<file path="config.mk">
export PLATFORM = sky130hd
export DESIGN_NAME = least_loaded_bin_assigner
export DESIGN_NICKNAME = d
export VERILOG_FILES = /design/src/rtl/llba_pkg.sv /design/src/rtl/least_loaded_bin_assigner.sv /design/src/rtl/llba_mem.sv /design/src/rtl/llba_rem.sv
export SDC_FILE = /design/constraint.sdc
export NUM_CORES = 2
export LEC_CHECK = 0
export ABC_AREA = 1
export BUFFER_PORTS_ARGS = -buffer_cell sky130_fd_sc_hd__clkbuf_2
export CORE_MARGIN = 5
export CORE_UTILIZATION = 30
export CTS_CLUSTER_SIZE = 24
export DETAILED_ROUTE_END_ITERATION = 8
export PLACE_DENSITY_LB_ADDON = 0.1
export SLEW_MARGIN = 20
export SYNTH_ARGS = -nofsm -noshare
export SYNTH_HDL_FRONTEND = slang
export SYNTH_SLANG_ARGS = --single-unit
</file>
<file path="constraint.sdc">
create_clock -name clk -period 5.74 [get_ports clk]
set_input_delay 1.722 -clock clk [delete_from_list [all_inputs] [get_ports clk]]
set_output_delay 1.722 -clock clk [all_outputs]
set_load 0.1 [all_outputs]
</file>
<file path="src/rtl/llba_pkg.sv">
// ----------------------------------------------------------------------------
// llba_pkg
// Shared types, constants and codes of the least loaded bin assigner.
// ----------------------------------------------------------------------------
package llba_pkg;

    localparam int MAX_PARTITIONS = 64;
    localparam int WEIGHT_BITS    = 16;

    localparam int AW    = $clog2(MAX_PARTITIONS);
    localparam int CNT_W = $clog2(MAX_PARTITIONS + 1);

    localparam int TOT_W  = 31;
    localparam int WGT_W  = 16;
    localparam int PART_W = 6;

    localparam int W_EFF = (WEIGHT_BITS < WGT_W) ? WEIGHT_BITS : WGT_W;
    localparam logic [WGT_W-1:0] W_MASK = WGT_W'((64'd1 << W_EFF) - 64'd1);

    localparam logic [TOT_W-1:0] TOTAL_MAX = {TOT_W{1'b1}};
    localparam logic [31:0]      LFSR_MASK = 32'h8020_0003;

    // function codes
    localparam logic [1:0] FUNC_PLACE  = 2'd0;
    localparam logic [1:0] FUNC_CHARGE = 2'd1;
    localparam logic [1:0] FUNC_CLEAR  = 2'd2;

    // placement modes
    localparam logic [1:0] MODE_LEAST  = 2'd0;
    localparam logic [1:0] MODE_RANDOM = 2'd1;
    localparam logic [1:0] MODE_ZERO   = 2'd2;

    // configuration register indexes
    localparam logic [2:0] CFG_PART_COUNT = 3'd0;
    localparam logic [2:0] CFG_PLACE_MODE = 3'd1;
    localparam logic [2:0] CFG_SEED       = 3'd2;
    localparam logic [2:0] CFG_LOWER      = 3'd3;
    localparam logic [2:0] CFG_UPPER      = 3'd4;

    typedef struct packed {
        logic [1:0]        func;
        logic [WGT_W-1:0]  item_weight;
        logic [PART_W-1:0] fixed_partition;
    } in_word_t;

    typedef struct packed {
        logic [PART_W-1:0] assigned_partition;
        logic [TOT_W-1:0]  partition_total;
        logic              all_balanced;
    } out_word_t;

    typedef struct packed {
        logic             clr;
        logic             wr_en;
        logic [AW-1:0]    wr_addr;
        logic [TOT_W-1:0] wr_data;
        logic             rd_en;
        logic [AW-1:0]    rd_addr;
    } mem_req_t;

    typedef enum logic [2:0] {
        ST_IDLE,
        ST_MOD,
        ST_SCAN,
        ST_UPD,
        ST_DONE
    } state_t;

endpackage

</file>
<file path="src/rtl/least_loaded_bin_assigner.sv">
// ----------------------------------------------------------------------------
// least_loaded_bin_assigner
// Keeps a running total per partition and places weighted words greedily.
//
//  channel | direction | handshake          | payload
//  in      | input     | in_valid/in_stall  | in_data  (func, weight, partition)
//  out     | output    | out_valid/out_stall| out_data (partition, total, balance)
//  cfg     | input     | cfg_valid/cfg_ready| cfg_index, cfg_data
//
// One memory read per cycle over the n used totals (n being the partition
// count in use) finds the minimum in least mode, or the chosen total
// otherwise, and checks the bounds; then the update state writes the new
// total. Random placement first runs the bit-serial remainder. Reset clears
// all totals through their valid bits at once; no sweep is needed. The next
// word is taken while a result still waits under out_stall.
// ----------------------------------------------------------------------------
module least_loaded_bin_assigner (
    input  logic                  clk,
    input  logic                  rst_n,
    input  logic                  in_valid,
    output logic                  in_stall,
    input  llba_pkg::in_word_t    in_data,
    output logic                  out_valid,
    input  logic                  out_stall,
    output llba_pkg::out_word_t   out_data,
    input  logic                  cfg_valid,
    output logic                  cfg_ready,
    input  logic [2:0]            cfg_index,
    input  logic [31:0]           cfg_data
);
    import llba_pkg::*;

    state_t state_reg, state_next;

    logic [6:0]       part_cnt_reg;
    logic [1:0]       mode_reg;
    logic [31:0]      seed_reg;
    logic [TOT_W-1:0] lo_reg, hi_reg;

    logic [31:0]      lfsr_reg, lfsr_next;
    logic [CNT_W-1:0] n_reg, n_next;
    logic [CNT_W-1:0] k_reg, k_next;
    logic [AW-1:0]    p_reg, p_next;
    logic [WGT_W-1:0] w_reg, w_next;
    logic             seek_reg, seek_next;
    logic             bad_o_reg, bad_o_next;
    logic             bad_b_reg, bad_b_next;
    logic [TOT_W-1:0] best_reg, best_next;
    logic [TOT_W-1:0] res_tot_reg, res_tot_next;
    logic             res_bal_reg, res_bal_next;
    logic             out_valid_reg, out_valid_next;
    out_word_t        out_data_reg, out_data_next;

    logic             accept;
    logic             out_free;
    logic [CNT_W-1:0] used_n;
    logic [31:0]      lfsr_step;
    logic             rem_start;
    logic             rem_done;
    logic [CNT_W-1:0] rem_val;
    mem_req_t         mem_req;
    logic [TOT_W-1:0] rd_data;

    logic [AW-1:0]    scan_idx;
    logic             scan_bad;
    logic [31:0]      sum;
    logic [TOT_W-1:0] new_tot;

    assign accept   = in_valid && !in_stall;
    assign out_free = !out_valid_reg || !out_stall;

    always_comb
    begin
        if (32'(part_cnt_reg) < 32'd2)
        begin
            used_n = CNT_W'(2);
        end
        else if (32'(part_cnt_reg) > MAX_PARTITIONS)
        begin
            used_n = CNT_W'(MAX_PARTITIONS);
        end
        else
        begin
            used_n = CNT_W'(part_cnt_reg);
        end
    end

    assign lfsr_step = lfsr_reg[0] ? ({1'b0, lfsr_reg[31:1]} ^ LFSR_MASK)
                                   : {1'b0, lfsr_reg[31:1]};

    // configuration
    assign cfg_ready = 1'b1;

    always_ff @(posedge clk or negedge rst_n)
    begin
        if (!rst_n)
        begin
            part_cnt_reg <= 7'd2;
            mode_reg     <= MODE_LEAST;
            seed_reg     <= 32'd1;
            lo_reg       <= '0;
            hi_reg       <= TOTAL_MAX;
        end
        else if (cfg_valid && cfg_ready)
        begin
            unique case (cfg_index)
                CFG_PART_COUNT: part_cnt_reg <= cfg_data[6:0];
                CFG_PLACE_MODE: mode_reg     <= cfg_data[1:0];
                CFG_SEED:       seed_reg     <= cfg_data;
                CFG_LOWER:      lo_reg       <= cfg_data[TOT_W-1:0];
                CFG_UPPER:      hi_reg       <= cfg_data[TOT_W-1:0];
                default:        ;
            endcase
        end
    end

    // next state
    always_comb
    begin
        state_next = state_reg;
        unique case (state_reg)
            ST_IDLE:
            begin
                if (accept)
                begin
                    if (in_data.func == FUNC_PLACE && mode_reg == MODE_RANDOM)
                    begin
                        state_next = ST_MOD;
                    end
                    else
                    begin
                        state_next = ST_SCAN;
                    end
                end
            end
            ST_MOD:
            begin
                if (rem_done)
                begin
                    state_next = ST_SCAN;
                end
            end
            ST_SCAN:
            begin
                if (k_reg == n_reg)
                begin
                    state_next = ST_UPD;
                end
            end
            ST_UPD:
            begin
                state_next = ST_DONE;
            end
            ST_DONE:
            begin
                if (out_free)
                begin
                    state_next = ST_IDLE;
                end
            end
            default: state_next = ST_IDLE;
        endcase
    end

    // sequencer outputs; in idle the input is never stalled
    always_comb
    begin
        in_stall       = 1'b1;
        rem_start      = 1'b0;
        mem_req        = '0;
        mem_req.rd_addr = k_reg[AW-1:0];
        mem_req.wr_addr = p_reg;
        mem_req.wr_data = new_tot;
        unique case (state_reg)
            ST_IDLE:
            begin
                in_stall    = 1'b0;
                mem_req.clr = in_valid && in_data.func == FUNC_CLEAR;
                rem_start   = in_valid && in_data.func == FUNC_PLACE
                              && mode_reg == MODE_RANDOM;
            end
            ST_SCAN:
            begin
                mem_req.rd_en = k_reg < n_reg;
            end
            ST_UPD:
            begin
                mem_req.wr_en = 1'b1;
            end
            default: ;
        endcase
    end

    // saturating update of the chosen total
    assign sum     = {1'b0, best_reg} + {{(32 - WGT_W){1'b0}}, w_reg};
    assign new_tot = (sum > {1'b0, TOTAL_MAX}) ? TOTAL_MAX : sum[TOT_W-1:0];

    assign scan_idx = AW'(k_reg - CNT_W'(1));
    assign scan_bad = (rd_data < lo_reg) || (rd_data > hi_reg);

    // datapath
    always_comb
    begin
        lfsr_next      = lfsr_reg;
        n_next         = n_reg;
        k_next         = k_reg;
        p_next         = p_reg;
        w_next         = w_reg;
        seek_next      = seek_reg;
        bad_o_next     = bad_o_reg;
        bad_b_next     = bad_b_reg;
        best_next      = best_reg;
        res_tot_next   = res_tot_reg;
        res_bal_next   = res_bal_reg;
        out_valid_next = out_valid_reg && out_stall;
        out_data_next  = out_data_reg;

        unique case (state_reg)
            ST_IDLE:
            begin
                if (accept)
                begin
                    n_next     = used_n;
                    k_next     = '0;
                    bad_o_next = 1'b0;
                    bad_b_next = 1'b0;
                    best_next  = '0;
                    p_next     = '0;
                    seek_next  = in_data.func == FUNC_PLACE
                                 && mode_reg != MODE_RANDOM && mode_reg != MODE_ZERO;
                    if (in_data.func == FUNC_PLACE || in_data.func == FUNC_CHARGE)
                    begin
                        w_next = in_data.item_weight & W_MASK;
                    end
                    else
                    begin
                        w_next = '0;
                    end
                    if (in_data.func == FUNC_CHARGE)
                    begin
                        if (32'(in_data.fixed_partition) < 32'(used_n))
                        begin
                            p_next = AW'(in_data.fixed_partition);
                        end
                        else
                        begin
                            p_next = AW'(used_n - CNT_W'(1));
                        end
                    end
                    if (in_data.func == FUNC_CLEAR)
                    begin
                        lfsr_next = (seed_reg != 32'd0) ? seed_reg : 32'd1;
                    end
                    else if (in_data.func == FUNC_PLACE && mode_reg == MODE_RANDOM)
                    begin
                        lfsr_next = lfsr_step;
                    end
                end
            end
            ST_MOD:
            begin
                if (rem_done)
                begin
                    p_next = AW'(rem_val);
                end
            end
            ST_SCAN:
            begin
                k_next = k_reg + CNT_W'(1);
                if (k_reg != '0)
                begin
                    if (seek_reg)
                    begin
                        // lowest total, ties kept at the lower index
                        if (scan_idx == '0 || rd_data < best_reg)
                        begin
                            bad_o_next = bad_o_reg || bad_b_reg;
                            bad_b_next = scan_bad;
                            best_next  = rd_data;
                            p_next     = scan_idx;
                        end
                        else
                        begin
                            bad_o_next = bad_o_reg || scan_bad;
                        end
                    end
                    else if (scan_idx == p_reg)
                    begin
                        best_next = rd_data;
                    end
                    else
                    begin
                        bad_o_next = bad_o_reg || scan_bad;
                    end
                end
            end
            ST_UPD:
            begin
                res_tot_next = new_tot;
                res_bal_next = !bad_o_reg && !(new_tot < lo_reg) && !(new_tot > hi_reg);
            end
            ST_DONE:
            begin
                if (out_free)
                begin
                    out_valid_next                   = 1'b1;
                    out_data_next.assigned_partition = PART_W'(p_reg);
                    out_data_next.partition_total    = res_tot_reg;
                    out_data_next.all_balanced       = res_bal_reg;
                end
            end
            default: ;
        endcase
    end

    always_ff @(posedge clk or negedge rst_n)
    begin
        if (!rst_n)
        begin
            state_reg     <= ST_IDLE;
            lfsr_reg      <= 32'd1;
            out_valid_reg <= 1'b0;
            k_reg         <= '0;
        end
        else
        begin
            state_reg     <= state_next;
            lfsr_reg      <= lfsr_next;
            out_valid_reg <= out_valid_next;
            k_reg         <= k_next;
        end
    end

    always_ff @(posedge clk)
    begin
        n_reg        <= n_next;
        p_reg        <= p_next;
        w_reg        <= w_next;
        seek_reg     <= seek_next;
        bad_o_reg    <= bad_o_next;
        bad_b_reg    <= bad_b_next;
        best_reg     <= best_next;
        res_tot_reg  <= res_tot_next;
        res_bal_reg  <= res_bal_next;
        out_data_reg <= out_data_next;
    end

    llba_rem u_rem (
        .clk      (clk),
        .rst_n    (rst_n),
        .start    (rem_start),
        .dividend (lfsr_step),
        .divisor  (used_n),
        .done     (rem_done),
        .rem      (rem_val)
    );

    llba_mem u_mem (
        .clk     (clk),
        .rst_n   (rst_n),
        .req     (mem_req),
        .rd_data (rd_data)
    );

    assign out_valid = out_valid_reg;
    assign out_data  = out_data_reg;

endmodule

</file>
<file path="src/rtl/llba_mem.sv">
// ----------------------------------------------------------------------------
// llba_mem
// Partition total store with one valid bit per entry; invalid reads as zero.
// ----------------------------------------------------------------------------
module llba_mem (
    input  logic                        clk,
    input  logic                        rst_n,
    input  llba_pkg::mem_req_t          req,
    output logic [llba_pkg::TOT_W-1:0]  rd_data
);
    import llba_pkg::*;

    logic [TOT_W-1:0]          mem [MAX_PARTITIONS];
    logic [MAX_PARTITIONS-1:0] vld_reg;
    logic [TOT_W-1:0]          data_q_reg;
    logic                      vld_q_reg;

    always_ff @(posedge clk)
    begin
        if (req.wr_en)
        begin
            mem[req.wr_addr] <= req.wr_data;
        end
        if (req.rd_en)
        begin
            data_q_reg <= mem[req.rd_addr];
        end
    end

    always_ff @(posedge clk or negedge rst_n)
    begin
        if (!rst_n)
        begin
            vld_reg   <= '0;
            vld_q_reg <= 1'b0;
        end
        else
        begin
            if (req.clr)
            begin
                vld_reg <= '0;
            end
            else if (req.wr_en)
            begin
                vld_reg[req.wr_addr] <= 1'b1;
            end
            if (req.rd_en)
            begin
                vld_q_reg <= vld_reg[req.rd_addr];
            end
        end
    end

    assign rd_data = vld_q_reg ? data_q_reg : '0;

endmodule

</file>
<file path="src/rtl/llba_rem.sv">
// ----------------------------------------------------------------------------
// llba_rem
// Bit-serial remainder of a 32-bit value by the partition count.
// ----------------------------------------------------------------------------
module llba_rem (
    input  logic                        clk,
    input  logic                        rst_n,
    input  logic                        start,
    input  logic [31:0]                 dividend,
    input  logic [llba_pkg::CNT_W-1:0]  divisor,
    output logic                        done,
    output logic [llba_pkg::CNT_W-1:0]  rem
);
    import llba_pkg::*;

    logic [31:0]      dvd_reg, dvd_next;
    logic [CNT_W-1:0] div_reg, div_next;
    logic [CNT_W-1:0] rem_reg, rem_next;
    logic [4:0]       cnt_reg, cnt_next;
    logic             busy_reg, busy_next;
    logic             done_reg, done_next;
    logic [CNT_W:0]   trial;

    always_comb
    begin
        dvd_next  = dvd_reg;
        div_next  = div_reg;
        rem_next  = rem_reg;
        cnt_next  = cnt_reg;
        busy_next = busy_reg;
        done_next = 1'b0;
        trial     = {rem_reg, dvd_reg[31]};
        if (start)
        begin
            dvd_next  = dividend;
            div_next  = divisor;
            rem_next  = '0;
            cnt_next  = '0;
            busy_next = 1'b1;
        end
        else if (busy_reg)
        begin
            // one quotient bit per cycle, restoring form
            if (trial >= {1'b0, div_reg})
            begin
                rem_next = CNT_W'(trial - {1'b0, div_reg});
            end
            else
            begin
                rem_next = CNT_W'(trial);
            end
            dvd_next = {dvd_reg[30:0], 1'b0};
            cnt_next = cnt_reg + 5'd1;
            if (cnt_reg == 5'd31)
            begin
                busy_next = 1'b0;
                done_next = 1'b1;
            end
        end
    end

    always_ff @(posedge clk or negedge rst_n)
    begin
        if (!rst_n)
        begin
            busy_reg <= 1'b0;
            done_reg <= 1'b0;
            cnt_reg  <= '0;
        end
        else
        begin
            busy_reg <= busy_next;
            done_reg <= done_next;
            cnt_reg  <= cnt_next;
        end
    end

    always_ff @(posedge clk)
    begin
        dvd_reg <= dvd_next;
        div_reg <= div_next;
        rem_reg <= rem_next;
    end

    assign done = done_reg;
    assign rem  = rem_reg;

endmodule

</file>
==> summary.md <==
| Metric | Value |
|---|---|
| Worst Path Buf+Inv | 1 |
| Status | finished clean |
| CP startpoint kind | register |
| RSZ-0062 raised after global routing | no |
| Remaining Overflow, GRT | 0 |
| # DRC | 0 |
| Worst-margin pin slew | 1270 ps |
| Core Region | 330000 µm² |
| Max Cap Violations | 0 |
| RePlAce Congestion | 0.832 |
| Final-stage net count | 8417 |
| Ports | 105 |
| R2R setup slack | 1050 ps |
| Max FFs per register | 1984 |
| Crit-path max cell delay | 610 ps |
| Crit path max fanout | 35 |
| FF/Latch Area | 71300 µm² |
| Initial antenna violation count | 18 |
| Via Count | 65267 |
| Post-CTS Resized | 0 |
| Most used DFF post-synth | edfxtp_1 |
| First-pass GRT wire length | 485000 µm |
| Share of layout cells above drive strength 1 | 10.7% |
| Critical-path cell list | ha_1 > nand2_1 > nand2_1 > a21oi_1 > nand2_2 > nand2_1 > nand2_2 > inv_2 > o22ai_1 > nand2_1 > nand3_4 > ha_1 > nand2_1 > nor3b_1 > nand4_1 > nor4_1 > nand2_1 > o211ai_1 > nand2_1 > nand2_1 > a21oi_1 |
| Top post-synthesis cells by area | edfxtp_1 (66%), o21ai_0 (5.8%), nor2_1 (5.0%) |
| Post-CTS Setup Inserts | 0 |
| Filler Cells Inserted | 32397 |
| Critical path type | reg2reg |
| DR vias/cell | 5.12 |
| Tmin final | 4690 ps |
| Hold_buf cts | 0 |
| Endpoints failing setup | 0 |
| DIE AREA | 343000 µm² |
| Total power | 66.7 mW |
| CP arrival | 5310 ps |
| DP HPWL | 199000 µm |
| Hold Fails Final Rpt | 0 |
| Crit path depth | 21 |
| Worst Reg-to-Reg Cells | 21 |
| Placed Area | 106000 µm² |
| Area of the multi-input gates | 25100 µm² |
| Pwr dens | 582 nW/µm² |
| Synthesized flop and latch total | 2412 |
| Final period utilization | 81.7% |
| Final Util | 34.7% |
| Syn_nets | 8276 |
| Seq/Total Area, Yosys | 71.8% |
| Port Buffers | 103 |
| CTS Buf Count | 277 |
| CP top delay family | simple AND/OR/NAND/NOR gates |
| Final clock skew | 55.0 ps |
| Fmax | 0.213 GHz |
| DRT Pass-1 Iters | 5 |
| Clock buffer depth | 4 |
| Later-pin clock latency in the skew report | 900 ps |
| CP most frequent cell | nand2_1 |
| GRT Total Usage | 19.5% |
| Non-filler cells, final | 12745 |
| Worst path required time | 6360 ps |
| Rel. slew slack | 15.6% |
| Worst min path class | reg2reg |
| Std cell rows | 211 |
| Largest net degree at the start of global routing | 144 |
| Worst path slowest cell | nand2_1 |
| Distinct cell type count after synthesis | 65 |
| Post-Synthesis Cells | 8016 |
| Finished Cell Area | 115000 µm² |
| EDFF count, synth | 2187 |
| Routed Antenna Nets | 0 |
| Synth area leader | edfxtp_1 |
| Syn-to-layout area delta | 15.4% |
| CTS tree | built |
| DR WL/cell | 27.0 µm |
| 1st-iter DRT viols | 5425 |
| Worst-path clk slew | 60 ps |
| Crit end category | register |
| Max IR drop VDD | 0.615 mV |
| Hold Startpoint | res_tot_reg[14] |
| Worst setup path start | best_reg[4] |
| Vias in the first global route | 63256 |
| Cell area after synthesis | 99300 µm² |
| Setup TNS Final | 0 ps |
| Reg-to-reg startpoint | best_reg[4] |
| Final Max Tran Viols | 0 |
| Worst setup endpoint | res_bal_reg |
| Placed Cells | 12244 |
| Die height | 585 µm |
| Async set-reset flop share out of synthesis | 9.04% |
| Initial core utilization | 30.1% |
| Die W | 585 µm |
| Final wirelength | 344000 µm |
| Clock Sinks | 2412 |
| Static Leak | 39.7 nW |
| Ys Warns | 0 |
| Crit Reg-Reg Endpoint | res_bal_reg |
| Clk root buf | clkbuf_16 |
| Area fraction of the dominant cell type after synthesis | 66.1% |
| CTS H-tree depth | 5 |
| Syn Area/Cell | 12.4 µm² |
==> placed cells by master (no fill, tap or decap), drive strengths merged, types with 9 or more instances in the layout <==
master     n
a21oi    191
nand3    117
clkinv    87
diode     13
o21ai   1229
inv      365
nor3      31
nor4      18
nand2    818
nand4     67
a22o      39
o21a      22
a211oi    10
xor2      25
clkbuf   484
o22ai    489
dfstp     34
ha       194
xnor2      9
o221ai    23
edfxtp  2187
nor2    1334
o211ai    43
dfrtp    184
a221oi    59
buf      235
==> worst min path at each step <==
| stage | end | slack (ps) | cells past startpoint |
|---|---|---|---|
| detailed placement | out_data[4] | 410 | 0 |
| CTS | out_data[5] | 420 | 0 |
| global route | out_data[5] | 430 | 0 |
| floorplan | out_data[0] | 400 | 0 |
| global placement | out_data[24] | 400 | 0 |
| finish | out_data[15] | 420 | 0 |
==> per-stage QoR <==
stage	hold WS, ps	worst slack, ps
floorplan	400	1080
global placement	402	946
detailed placement	407	995
CTS	421	974
global route	425	656
finish	418	1050
==> cell type report <==
| cell class | instances | share of cell area (%) |
|---|---|---|
| well taps | 4366 | 4.77 |
| diodes | 13 | 0.0284 |
| repair buffers | 337 | 2.41 |
| multi-input cells | 4771 | 21.9 |
| clock buffers | 382 | 6.72 |
| clock inverters | 106 | 0.703 |
| inverters | 358 | 1.20 |
| flip-flops and latches | 2412 | 62.2 |
==> metal layers <==
metal	global-route usage [%]	share of wire [%]	vias up	routed length (µm)
li1	-	-	29591	-
met1	28.0	46	33619	159000
met2	30.9	46	1665	157000
met3	2.49	4.8	392	16600
met4	5.92	3.3	0	11300
met5	0	0	-	0
==> synthesized netlist by cell type (4+ instances only) <==
cell	n
edfxtp_1	2187
nor2_1	1328
o21ai_0	1143
nand2_1	815
o22ai_1	489
inv_1	342
clkbuf_1	267
ha_1	194
a21oi_1	191
dfrtp_1	184
buf_2	143
nand3_1	115
o21ai_1	83
nand4_1	67
a221oi_1	47
o211ai_1	43
a22o_1	39
dfstp_2	34
buf_6	30
nor3_1	29
buf_1	26
xor2_1	25
o221ai_1	23
o21a_1	22
nor4_1	16
inv_2	14
a221oi_2	12
a211oi_1	10
xnor2_1	9
a31oi_1	8
a22oi_1	7
buf_4	7
dfxtp_1	7
o31ai_1	7
nor2_2	5
nand3b_1	4
==> report_power, final <==
group / leakage, nW / switching, mW / internal, mW
Clock: 4.16 / 7.18 / 9.75
Combinational: 12.9 / 18.4 / 5.36
Sequential: 22.6 / 0.800 / 25.2
Total: 39.7 / 26.4 / 40.3
==> worst reg2reg max path, stage by stage (launching register included) <==
cell,delay (ps)
edfxtp_1,390
ha_1,360
nand2_1,90
nand2_1,70
a21oi_1,160
nand2_2,130
nand2_1,90
nand2_2,120
inv_2,100
o22ai_1,110
nand2_1,610
nand3_4,540
ha_1,480
nand2_1,70
nor3b_1,190
nand4_1,190
nor4_1,360
nand2_1,100
o211ai_1,100
nand2_1,70
nand2_1,50
a21oi_1,50
==> kinds of logic (layout without fill, tap and decap cells) <==
kind of cell | count (synthesis) | after routing | synth area share [%]
and+or+nand+nor | 2400 | 2400 | 9.59
buffers and inverters | 833 | 1183 | 3.59
xor gates and xnor gates | 34 | 34 | 0.300
other | 1 | 14 | 0.00378
DFF | 2412 | 2412 | 71.8
adders and majority gates | 196 | 196 | 2.48
AOI/OAI and AO/OA | 2140 | 2140 | 12.2
Power figures use the tool's default switching activity.
